**config.mk**
```make
export PLATFORM = sky130hd
export DESIGN_NAME = msgpack_item_encoder_core
export DESIGN_NICKNAME = d
export VERILOG_FILES = /design/src/sv/mie_pkg.sv /design/src/sv/mie_decode.sv /design/src/sv/mie_cell.sv /design/src/sv/msgpack_item_encoder_core.sv
export SDC_FILE = /design/constraint.sdc
export NUM_CORES = 1
export LEC_CHECK = 0
export ABC_CLOCK_PERIOD_IN_PS = 11500
export BUFFER_PORTS_ARGS = -buffer_cell sky130_fd_sc_hd__buf_2
export CAP_MARGIN = 20
export CORE_MARGIN = 4
export CORE_UTILIZATION = 34
export CTS_CLUSTER_DIAMETER = 50
export DETAILED_ROUTE_END_ITERATION = 8
export PLACE_DENSITY = 0.51
export SYNTH_ARGS = -nofsm -noshare
export SYNTH_HDL_FRONTEND = slang
export SYNTH_SLANG_ARGS = --single-unit
export TNS_END_PERCENT = 1
```
**constraint.sdc**
```tcl
create_clock -name clk -period 11.5 [get_ports clk]
set_clock_uncertainty 0.2 [all_clocks]
set_input_delay 1.15 -clock clk [delete_from_list [all_inputs] [get_ports clk]]
set_output_delay 1.15 -clock clk [all_outputs]
set_load 0.02 [all_outputs]
```
**src/sv/mie_pkg.sv**
```systemverilog
// Shared types and constants for the MessagePack element encoder.
`timescale 1ns / 1ps
`default_nettype none
package mie_pkg;

  localparam int NUM_CELLS = 9;

  typedef enum logic [4:0] {
    ACT_NIL     = 5'd0,
    ACT_FALSE   = 5'd1,
    ACT_TRUE    = 5'd2,
    ACT_POSFIX  = 5'd3,
    ACT_NEGFIX  = 5'd4,
    ACT_UINT8   = 5'd5,
    ACT_UINT16  = 5'd6,
    ACT_UINT32  = 5'd7,
    ACT_UINT64  = 5'd8,
    ACT_INT8    = 5'd9,
    ACT_INT16   = 5'd10,
    ACT_INT32   = 5'd11,
    ACT_INT64   = 5'd12,
    ACT_FLOAT32 = 5'd13,
    ACT_FLOAT64 = 5'd14,
    ACT_STR     = 5'd15,
    ACT_BIN     = 5'd16,
    ACT_ARRAY   = 5'd17,
    ACT_MAP     = 5'd18,
    ACT_EXT     = 5'd19,
    ACT_BODY    = 5'd20
  } action_t;

  // One byte slot of the output chain.
  typedef struct packed {
    logic       vld;
    logic [7:0] data;
    logic       last;
    logic       err;
  } cell_t;

  localparam cell_t CELL_EMPTY = '{vld: 1'b0, data: 8'h00, last: 1'b0, err: 1'b0};

  localparam logic [7:0] MK_NIL     = 8'hc0;
  localparam logic [7:0] MK_FALSE   = 8'hc2;
  localparam logic [7:0] MK_TRUE    = 8'hc3;
  localparam logic [7:0] MK_NEGFIX  = 8'he0;
  localparam logic [7:0] MK_UINT8   = 8'hcc;
  localparam logic [7:0] MK_UINT16  = 8'hcd;
  localparam logic [7:0] MK_UINT32  = 8'hce;
  localparam logic [7:0] MK_UINT64  = 8'hcf;
  localparam logic [7:0] MK_INT8    = 8'hd0;
  localparam logic [7:0] MK_INT16   = 8'hd1;
  localparam logic [7:0] MK_INT32   = 8'hd2;
  localparam logic [7:0] MK_INT64   = 8'hd3;
  localparam logic [7:0] MK_FLOAT32 = 8'hca;
  localparam logic [7:0] MK_FLOAT64 = 8'hcb;
  localparam logic [7:0] MK_FIXSTR  = 8'ha0;
  localparam logic [7:0] MK_STR8    = 8'hd9;
  localparam logic [7:0] MK_STR16   = 8'hda;
  localparam logic [7:0] MK_STR32   = 8'hdb;
  localparam logic [7:0] MK_BIN8    = 8'hc4;
  localparam logic [7:0] MK_BIN16   = 8'hc5;
  localparam logic [7:0] MK_BIN32   = 8'hc6;
  localparam logic [7:0] MK_FIXARR  = 8'h90;
  localparam logic [7:0] MK_ARR16   = 8'hdc;
  localparam logic [7:0] MK_ARR32   = 8'hdd;
  localparam logic [7:0] MK_FIXMAP  = 8'h80;
  localparam logic [7:0] MK_MAP16   = 8'hde;
  localparam logic [7:0] MK_MAP32   = 8'hdf;
  localparam logic [7:0] MK_FIXEXT1 = 8'hd4;
  localparam logic [7:0] MK_FIXEXT2 = 8'hd5;
  localparam logic [7:0] MK_FIXEXT4 = 8'hd6;
  localparam logic [7:0] MK_FIXEXT8 = 8'hd7;
  localparam logic [7:0] MK_FIXEXT16 = 8'hd8;
  localparam logic [7:0] MK_EXT8    = 8'hc7;
  localparam logic [7:0] MK_EXT16   = 8'hc8;
  localparam logic [7:0] MK_EXT32   = 8'hc9;

endpackage
`default_nettype wire

```
**src/sv/mie_decode.sv**
```systemverilog
// Element decoder: turns one element into the byte image loaded into the chain.
`timescale 1ns / 1ps
`default_nettype none
module mie_decode (
  input  wire logic [4:0]  action,
  input  wire logic [63:0] value,
  input  wire logic [7:0]  ext_type,
  output mie_pkg::cell_t   cells [mie_pkg::NUM_CELLS]
);

  logic [7:0] marker;
  logic [3:0] nbody;
  logic       tail;
  logic       known;
  logic       err;
  logic [3:0] nbytes;
  logic [2:0] sh;
  logic [7:0] byte_k;
  logic       lt16, lt32, lt256, lt64k, big;
  logic [3:0] cls;

  assign lt16  = (value[63:4] == '0);
  assign lt32  = (value[63:5] == '0);
  assign lt256 = (value[63:8] == '0);
  assign lt64k = (value[63:16] == '0);
  assign big   = (value[63:32] != '0);
  assign cls   = lt256 ? 4'd1 : (lt64k ? 4'd2 : 4'd4);

  always_comb begin
    marker = 8'h00;
    nbody  = 4'd0;
    tail   = 1'b0;
    known  = 1'b1;
    err    = 1'b0;
    case (mie_pkg::action_t'(action))
      mie_pkg::ACT_NIL:     marker = mie_pkg::MK_NIL;
      mie_pkg::ACT_FALSE:   marker = mie_pkg::MK_FALSE;
      mie_pkg::ACT_TRUE:    marker = mie_pkg::MK_TRUE;
      mie_pkg::ACT_POSFIX:  marker = {1'b0, value[6:0]};
      mie_pkg::ACT_NEGFIX:  marker = mie_pkg::MK_NEGFIX | {3'b000, value[4:0]};
      mie_pkg::ACT_UINT8:   begin marker = mie_pkg::MK_UINT8;   nbody = 4'd1; end
      mie_pkg::ACT_UINT16:  begin marker = mie_pkg::MK_UINT16;  nbody = 4'd2; end
      mie_pkg::ACT_UINT32:  begin marker = mie_pkg::MK_UINT32;  nbody = 4'd4; end
      mie_pkg::ACT_UINT64:  begin marker = mie_pkg::MK_UINT64;  nbody = 4'd8; end
      mie_pkg::ACT_INT8:    begin marker = mie_pkg::MK_INT8;    nbody = 4'd1; end
      mie_pkg::ACT_INT16:   begin marker = mie_pkg::MK_INT16;   nbody = 4'd2; end
      mie_pkg::ACT_INT32:   begin marker = mie_pkg::MK_INT32;   nbody = 4'd4; end
      mie_pkg::ACT_INT64:   begin marker = mie_pkg::MK_INT64;   nbody = 4'd8; end
      mie_pkg::ACT_FLOAT32: begin marker = mie_pkg::MK_FLOAT32; nbody = 4'd4; end
      mie_pkg::ACT_FLOAT64: begin marker = mie_pkg::MK_FLOAT64; nbody = 4'd8; end
      mie_pkg::ACT_STR: begin
        err = big;
        if (lt32) begin
          marker = mie_pkg::MK_FIXSTR | {3'b000, value[4:0]};
        end else begin
          nbody  = cls;
          marker = lt256 ? mie_pkg::MK_STR8 : (lt64k ? mie_pkg::MK_STR16 : mie_pkg::MK_STR32);
        end
      end
      mie_pkg::ACT_BIN: begin
        err    = big;
        nbody  = cls;
        marker = lt256 ? mie_pkg::MK_BIN8 : (lt64k ? mie_pkg::MK_BIN16 : mie_pkg::MK_BIN32);
      end
      mie_pkg::ACT_ARRAY, mie_pkg::ACT_MAP: begin
        err = big;
        if (lt16) begin
          marker = ((action == mie_pkg::ACT_MAP) ? mie_pkg::MK_FIXMAP : mie_pkg::MK_FIXARR)
                   | {4'h0, value[3:0]};
        end else if (lt64k) begin
          nbody  = 4'd2;
          marker = (action == mie_pkg::ACT_MAP) ? mie_pkg::MK_MAP16 : mie_pkg::MK_ARR16;
        end else begin
          nbody  = 4'd4;
          marker = (action == mie_pkg::ACT_MAP) ? mie_pkg::MK_MAP32 : mie_pkg::MK_ARR32;
        end
      end
      mie_pkg::ACT_EXT: begin
        err  = big;
        tail = 1'b1;
        if (value == 64'd1) begin
          marker = mie_pkg::MK_FIXEXT1;
        end else if (value == 64'd2) begin
          marker = mie_pkg::MK_FIXEXT2;
        end else if (value == 64'd4) begin
          marker = mie_pkg::MK_FIXEXT4;
        end else if (value == 64'd8) begin
          marker = mie_pkg::MK_FIXEXT8;
        end else if (value == 64'd16) begin
          marker = mie_pkg::MK_FIXEXT16;
        end else begin
          nbody  = cls;
          marker = lt256 ? mie_pkg::MK_EXT8 : (lt64k ? mie_pkg::MK_EXT16 : mie_pkg::MK_EXT32);
        end
      end
      mie_pkg::ACT_BODY:    marker = value[7:0];
      default:              known = 1'b0;
    endcase
  end

  // Byte count of the element; zero for an unused action code.
  assign nbytes = known ? (4'd1 + nbody + {3'b000, tail}) : 4'd0;

  always_comb begin
    sh     = 3'd0;
    byte_k = 8'h00;
    for (int k = 0; k < mie_pkg::NUM_CELLS; k++) begin
      if (k == 0) begin
        byte_k = marker;
      end else if (4'(k) <= nbody) begin
        sh     = 3'(nbody - 4'(k));
        byte_k = 8'(value >> {sh, 3'b000});
      end else begin
        byte_k = ext_type;
      end
      cells[k].vld  = (4'(k) < nbytes);
      cells[k].data = byte_k;
      cells[k].last = (4'(k) + 4'd1 == nbytes);
      cells[k].err  = err;
    end
  end

endmodule
`default_nettype wire

```
**src/sv/mie_cell.sv**
```systemverilog
// One byte cell of the output chain: loads in parallel, shifts toward the head.
`timescale 1ns / 1ps
`default_nettype none
module mie_cell (
  input  wire logic           clk,
  input  wire logic           rst_n,
  input  wire logic           load,
  input  wire logic           shift,
  input  wire mie_pkg::cell_t load_data,
  input  wire mie_pkg::cell_t from_next,
  output mie_pkg::cell_t      cell_q
);

  mie_pkg::cell_t cell_r;
  mie_pkg::cell_t cell_nxt;

  always_comb begin
    cell_nxt = cell_r;
    if (load) begin
      cell_nxt = load_data;
    end else if (shift) begin
      cell_nxt = from_next;
    end
  end

  always_ff @(posedge clk) begin
    if (!rst_n) begin
      cell_r.vld <= 1'b0;
    end else begin
      cell_r.vld <= cell_nxt.vld;
    end
    cell_r.data <= cell_nxt.data;
    cell_r.last <= cell_nxt.last;
    cell_r.err  <= cell_nxt.err;
  end

  assign cell_q = cell_r;

endmodule
`default_nettype wire

```
**src/sv/msgpack_item_encoder_core.sv**
```systemverilog
// Top level of the MessagePack element encoder: input register, decoder, byte chain.
// The first output byte passes from the input register through cell 0 of the chain into
// the output register.
// An element is 1 to 9 bytes long; the chain of nine byte cells drains one byte per cycle
// into the output register whenever that register is free or its byte is being taken.
// The next element is loaded while the previous element's last byte waits at the output.
// Reset (rst_n low, synchronous) empties the input register, the chain and the output.
`timescale 1ns / 1ps
`default_nettype none
module msgpack_item_encoder_core (
  input  wire logic              clk,
  input  wire logic              rst_n,
  input  wire logic              in_valid,
  output logic                   in_stall,
  input  wire logic [4:0]        in_action,
  input  wire logic [63:0]       in_value,
  input  wire logic signed [7:0] in_ext_type,
  output logic                   out_valid,
  input  wire logic              out_stall,
  output logic [7:0]             out_byte,
  output logic                   out_last,
  output logic                   out_length_error
);

  localparam int NC = mie_pkg::NUM_CELLS;

  // Input register holding one element until the chain can take it.
  logic        in_v_r;
  logic        in_v_nxt;
  logic [4:0]  act_r;
  logic [63:0] val_r;
  logic [7:0]  etype_r;
  logic        in_xfer;

  // Chain control: shift whenever the output register can take a byte.
  logic           shift;
  logic           load;
  mie_pkg::cell_t dec_cells [NC];
  mie_pkg::cell_t chain     [NC];
  mie_pkg::cell_t out_r;
  mie_pkg::cell_t out_nxt;

  assign shift = !out_r.vld || !out_stall;

  // Bytes sit packed from cell 0, so the chain is empty after this cycle when
  // cell 0 is empty, or when it is moving out and cell 1 is empty.
  assign load = in_v_r && (!chain[0].vld || (shift && !chain[1].vld));

  assign in_stall = in_v_r && !load;
  assign in_xfer  = in_valid && !in_stall;

  always_comb begin
    in_v_nxt = in_v_r;
    if (in_xfer) begin
      in_v_nxt = 1'b1;
    end else if (load) begin
      in_v_nxt = 1'b0;
    end
  end

  always_ff @(posedge clk) begin
    if (!rst_n) begin
      in_v_r <= 1'b0;
    end else begin
      in_v_r <= in_v_nxt;
    end
    if (in_xfer) begin
      act_r   <= in_action;
      val_r   <= in_value;
      etype_r <= in_ext_type;
    end
  end

  mie_decode u_decode (
    .action   (act_r),
    .value    (val_r),
    .ext_type (etype_r),
    .cells    (dec_cells)
  );

  // The chain of byte cells; the tail cell takes an empty slot when shifting.
  for (genvar g = 0; g < NC; g++) begin : g_chain
    mie_cell u_cell (
      .clk       (clk),
      .rst_n     (rst_n),
      .load      (load),
      .shift     (shift),
      .load_data (dec_cells[g]),
      .from_next ((g == NC - 1) ? mie_pkg::CELL_EMPTY : chain[(g + 1) % NC]),
      .cell_q    (chain[g])
    );
  end

  // Output register: takes the head byte whenever it is free or being transferred.
  always_comb begin
    out_nxt = out_r;
    if (shift) begin
      out_nxt = chain[0];
    end
  end

  always_ff @(posedge clk) begin
    if (!rst_n) begin
      out_r.vld <= 1'b0;
    end else begin
      out_r.vld <= out_nxt.vld;
    end
    out_r.data <= out_nxt.data;
    out_r.last <= out_nxt.last;
    out_r.err  <= out_nxt.err;
  end

  assign out_valid        = out_r.vld;
  assign out_byte         = out_r.data;
  assign out_last         = out_r.last;
  assign out_length_error = out_r.err;

endmodule
`default_nettype wire

```
==> results by group, run 1 <==
Timing
  • Upper clock frequency limit: between 150 and 200 MHz
  • Pins Over Slew Limit: 0
  • Final-report setup violation count: 0
  • Final TNS setup: 0 ns
  • Fin. Hold Viols: 0
  • Final min period: 6.34 ns
  • Max_slew headroom: about a quarter
  • Worst slew pin tran: about 1.1 ns
  • Fin crit share: 55.1%
  • RSZ-0062 raised after global routing: no

Placement
  • Routability Congestion: 0.946
  • Cell Area, Placed: about 11000 sq um
  • Placed insts: 1425
  • Port Buffers: 92
  • Dpl hpwl: 25.9 mm

Pwr
  • Pwr/cell area: 150 nW/um^2
  • Design Power: roughly 1800 uW
  • Leakage: between 0.004 and 0.005 uW
  • VDD IR max: 0.107 mV

Setup path
  • Crit. End Element: register
  • R2R Path Start: val_r[5]
  • Setup CP Type: register to register
  • CP required: 11.48 ns
  • WP data arrival: between 6 and 7 ns
  • Critical path startpoint category: register
  • Max FO, Critical Path: 39
  • Worst Setup SP: val_r[5]

CTS
  • Cts repair resizes: 0
  • Post-CTS setup buffers: 0
  • Clk sinks: about 190
  • Clk root buf: clkbuf_16
  • TritonCTS clock tree: done
  • Num CTS Buffers: 17
  • Clk Latency, worst-skew pair: around 0.44 ns
  • CTS HTree Levels: 4
  • Clock Pin Slew Worst Setup and Hold Paths: about 0.07 ns
  • CTS Hold Bufs: 0
  • Clock Tree Buf Depth: 2

Synthesis
  • Mapped cell area: approximately 11000 sq um
  • Fraction of registers with async set/reset: 0%
  • Synth Instances: roughly 1000
  • Syn_area_per_cell: around 10 sq um
  • Yosys reg bits: 188
  • Seq/Total Area, Yosys: 52.5%
  • Number of flops mapped to enable cells by yosys: between 150 and 200
  • Distinct cells, synth: 70
  • Synthesized Nets: 1094
  • Ys flop type: edfxtp_1
  • Yosys warns: 0

Floorplanning
  • Die ar.: 33900 sq um
  • I/O Pins: 93
  • Die Wd: 184 um
  • Chip height: 184 um
  • # rows: 64
  • Core Footprint: between 30000 and 40000 sq um
  • Initial Utilization: 34.4%

Detailed routing
  • DRT Pass-1 Iters: 6
  • Routed wire per std cell: 25.8 um
  • Number of DRC markers in iteration 0: 1166
  • Vias: just over 9000
  • Vias per cell: 6.27
  • DRT Wirelength: 37.6 mm
  • # DRC: 0
  • Post-DRT Antenna Nets: 0

Global routing
  • Overflow after GRT: 0
  • Maximum number of pins on one net before global-route repair: 83
  • First-pass GRT wire length: 55.9 mm
  • GR Util All Layers: a little over a fifth
  • Initial antenna violation count: 3
  • Vias in the first global route: 8829

Finish
  • Nets: 1139
  • Layout cells sized above 1: between 15 and 20%
  • Post-route cell area: roughly 12000 sq um
  • Fin util: 39.1%
  • Number of diodes: 0
  • Most common cell after layout, fill and taps aside: edfxtp_1
  • Filler cells: 3014
  • Most frequent cells in the layout: edfxtp_1, nand2_1, buf_2, o21ai_0
  • Area grow syn2layout: 13.4%
  • Final Non-Filler Cells: 1458

Worst hold path
  • Hold_sp: g_chain[0].u_cell.cell_q[9]
  • Worst hold path type: register to register

Run
  • Max cap viols: 0

Status
  • Outcome: finished, final reports clean
cell usage after synthesis (7+ instances only):
cell type	count	area [sq um]
nor2_1	51	191
ha_1	8	100
and3_1	8	50.1
a211oi_1	7	52.6
nand2b_1	8	50.1
o21ai_0	59	295
mux2_2	9	101
mux2i_1	38	380
inv_1	10	37.5
nand2_1	124	465
nor3_1	36	180
buf_1	13	48.8
edfxtp_1	177	5320
nand3_1	7	35.0
a31oi_1	9	56.3
o22a_1	8	70.1
a22oi_1	7	52.6
xnor2_1	9	78.8
or3_1	17	106
dfxtp_1	11	220
a22o_1	19	166
clkbuf_1	66	248
a21o_1	7	52.6
a21oi_1	51	255
a221o_1	34	340
a221oi_1	35	307
nor4_1	15	93.8
o22ai_1	51	319
nor2b_1	14	87.6
critical path, stage by stage, from the launching register on:
cell and delay [ns]:
edfxtp_1 0.54, or3_1 0.53, or4_4 0.58, o32a_1 0.40, a221o_1 0.35, buf_4 0.26
a21oi_2 0.20, buf_4 0.39, inv_2 0.42, ha_1 0.44, nor2_1 0.13, inv_1 0.07
a21oi_1 0.75, nor2b_1 0.29, a221oi_1 0.34, o22ai_1 0.14
sequential cells by signal, summed over array words and instances (netlist names):
| register | count |
|---|---|
| etype_r | 8 |
| val_r | 64 |
| out_byte | 8 |
| in_v_r | 1 |
| out_valid | 1 |
| out_length_error | 1 |
| out_last | 1 |
| g_chain.u_cell.cell_q | 99 |
| act_r | 5 |
power by group:
group | switching (uW) | internal (uW)
registers | 57.8 | 844
logic | 171 | 106
clock network | 270 | 344
total | 499 | 1290
routing by layer:
metal / GRT usage [%] / part of all wire (%) / up-vias
li1: - / - / 4065
met1: 29.7 / 42 / 4433
met2: 33.9 / 45 / 540
met3: 4.97 / 8.9 / 105
met4: 9.11 / 4.3 / 4
met5: 0 / 0.061 / -
worst paths after layout:
kind	depth (start not counted)	slack [ns]	to
worst max-delay path	15	5.16	g_chain[6].u_cell.cell_q[6]
worst min-delay path	0	0.22	out_byte[7]
worst max register to register	15	5.16	g_chain[6].u_cell.cell_q[6]
worst min register to register	0	0.22	out_byte[7]
area by class of cell:
| cell class | instances | area, sq um | share of cell area (%) |
|---|---|---|---|
| Sequential cell | 188 | 5540 | 46.3 |
| Multi-Input combinational cell | 715 | 4620 | 38.7 |
| Timing Repair Buffer | 114 | 641 | 5.36 |
| Tap cell | 396 | 495 | 4.15 |
| Clock buffer | 19 | 433 | 3.62 |
| Clock inverter | 12 | 164 | 1.37 |
| Inverter | 14 | 52.6 | 0.440 |
kinds of logic after synthesis:
kind of cell | share of synthesized area [%]
muxes | 4.57
buffers and inverters | 3.94
and+or+nand+nor | 13.2
AOI/OAI and AO/OA | 23.6
DFF | 52.5
adders and majority gates | 1.05
xor gates and xnor gates | 1.08
per-stage QoR:
stage | hold WS (ns) | setup WS [ns]
floorplan | 0.200 | 5.76
global placement | 0.201 | 5.39
detailed placement | 0.205 | 5.30
CTS | 0.224 | 5.27
global route | 0.238 | 4.87
finish | 0.221 | 5.16
Power figures use the tool's default switching activity.
==> inputs of run 2 (changes only) <==
- ABC_CLOCK_PERIOD_IN_PS: 11500 -> 6400
- clock period: 11.5 -> 6.4 ns (I/O delays scaled with it)
==> run 2 against run 1 <==
Global-route usage up 0.31 points. Flip-flop and latch count stayed put. Die area stayed put. Cell count rose by 0.48%. Worst setup slack got worse by 4.7 ns. Largest power group unchanged. Register-to-register slack lost 4.7 ns. Via count down 0.60%. Count of clock-buffer cells in the layout up 4. Wire length is 0.10% lower. First-iteration DRC count shrank 0.69%.
==> results by group, run 2 (synthesis gave the netlist of run 1 again) <==
Pwr
  • Combinational power share: 15.6%
  • Pwr/cell area: roughly 270 nW/um^2
  • Internal: around 2400 uW
  • Leakage: 0.00439 uW
  • VDD IR max: between 0.15 and 0.2 mV
  • Clock group share of total power: between 30% and 40%
  • Switching power: 882 uW
  • Seq pwr share: 48.8%
  • Switching share of power: 26.8%

Setup path
  • Max stage delay on crit path: approximately 0.67 ns
  • FF-to-FF path depth: 14
  • CP required: 6.40 ns
  • Max FO, Critical Path: 24
  • Critical path startpoint category: register
  • WP data arrival: 5.97 ns
  • Reg2reg end: g_chain[7].u_cell.cell_q[6]
  • Slowest cell on crit path: o32a_1
  • Crit. End Element: register
  • Cell mode on critical path: nor3_1
  • Cells along the critical path: nor4_1, nand4_1, or3_1, o32a_1, o21a_1, buf_4, inv_2, ha_1, nand2_1, nor3_1, a21oi_1, nor3_1, a222oi_1, o221a_1
  • Setup CP Type: register to register
  • Internal reg-to-reg setup slack: between 0.4 and 0.5 ns
  • R2R Path Start: val_r[33]

Timing
  • Max_slew headroom: 28.1%
  • Final min period: 5.98 ns
  • Worst slew pin tran: 1.08 ns
  • Hold_ws: roughly 0.16 ns
  • RSZ-0062 raised after global routing: no
  • Setup ws final: 0.425 ns
  • Upper clock frequency limit: 167 MHz
  • Pins Over Slew Limit: 0
  • Fin. Hold Viols: 0
  • Fin crit share: 93.4%
  • Final TNS setup: 0 ns
  • Final-report setup violation count: 0

Finish
  • Most frequent cells in the layout: edfxtp_1, nand2_1, buf_2, o21ai_0
  • Area grow syn2layout: 13.9%
  • Number of diodes: 0
  • Fin util: 39.2%
  • Nets: 1145
  • Layout cells sized above 1: 15.9%
  • Largest register FFs: 99
  • Final Non-Filler Cells: 1465
  • Most common cell after layout, fill and taps aside: edfxtp_1

Run
  • Max cap viols: 0

Detailed routing
  • # DRC: 0
  • DRT Wirelength: 37.6 mm
  • Number of DRC markers in iteration 0: 1158
  • Post-DRT Antenna Nets: 0
  • Vias per cell: 6.21
  • Vias: 9092
  • Routed wire per std cell: 25.7 um
  • DRT Pass-1 Iters: 6

Worst hold path
  • Hold Crit Depth: 1
  • Hold_sp: in_value[28]
  • Worst hold path type: input pin to register
  • Hold Path End: val_r[28]

Floorplanning
  • Initial Utilization: around 34%
  • # rows: 64
  • Chip height: 184 um
  • Die ar.: 33900 sq um
  • I/O Pins: slightly above 90
  • Core Footprint: roughly 31000 sq um
  • Die Wd: 184 um

Global routing
  • GR Util All Layers: 22.2%
  • First-pass GRT wire length: 56.5 mm
  • Initial antenna violation count: 0
  • Vias in the first global route: 8734
  • Maximum number of pins on one net before global-route repair: 68
  • Overflow after GRT: 0

Placement
  • Routability Congestion: 0.944
  • Port Buffers: 92
  • Placed insts: around 1400
  • Pre-CTS WS: 0.552 ns
  • Dpl hpwl: 26.6 mm

CTS
  • Cts repair resizes: 0
  • Clock Tree Buf Depth: 2
  • Clk root buf: clkbuf_16
  • Clk Latency, worst-skew pair: 0.45 ns
  • CTS Hold Bufs: 0
  • Num CTS Buffers: 17
  • CTS HTree Levels: 4
  • Clk sinks: 188
  • Post-CTS setup buffers: 0
  • TritonCTS clock tree: done
  • Clock Pin Slew Worst Setup and Hold Paths: approximately 0.080 ns

Status
  • Outcome: finished, final reports clean
## run 2: worst max path at each step
stage | from | end
CTS | val_r[48] | g_chain[7].u_cell.cell_q[6]
detailed placement | val_r[48] | g_chain[7].u_cell.cell_q[6]
global route | val_r[33] | g_chain[7].u_cell.cell_q[6]
global placement | val_r[48] | g_chain[7].u_cell.cell_q[6]
finish | val_r[33] | g_chain[7].u_cell.cell_q[6]
floorplan | val_r[5] | g_chain[1].u_cell.cell_q[3]
## run 2: through the flow
stage | total power [uW] | cell area [sq um]
2_1_floorplan | 1920 | 10500
3_3_place_gp | 2140 | 11400
3_5_place_dp | 2140 | 11400
4_1_cts | 3310 | 12000
5_1_grt | 3430 | 12000
6_report | 3290 | 12000
## run 2: layout make-up
type | count | area [sq um]
multi-input cells | 715 | 4620
fillers | 3045 | 18600
inverters | 14 | 52.6
clock buffers | 23 | 458
flip-flops and latches | 188 | 5540
well taps | 396 | 495
clock inverters | 9 | 170
repair buffers | 120 | 668
## run 2: power groups by stage
stage,Sequential [uW],Clock (uW),Combinational (uW)
2_1_floorplan,1610,0,318
3_3_place_gp,1630,0,510
3_5_place_dp,1630,0,507
4_1_cts,1600,1200,508
5_1_grt,1620,1250,559
6_report,1610,1170,515
## run 2: critical path, delay by kind of cell, from the launching register on
family	cells	cell delay, ns
AOI/OAI and AO/OA	5	1.48
DFF	1	0.46
adders and majority gates	1	0.34
buffers and inverters	2	0.67
and+or+nand+nor	6	2.57
## run 2: layer usage
metal | up-vias | GRT usage, % | share of wire [%]
met2 | 496 | 34.1 | 45
li1 | 4072 | - | -
met5 | - | 0 | 0
met1 | 4450 | 30.1 | 42
met3 | 74 | 5.46 | 8.9
met4 | 0 | 9.11 | 4.0
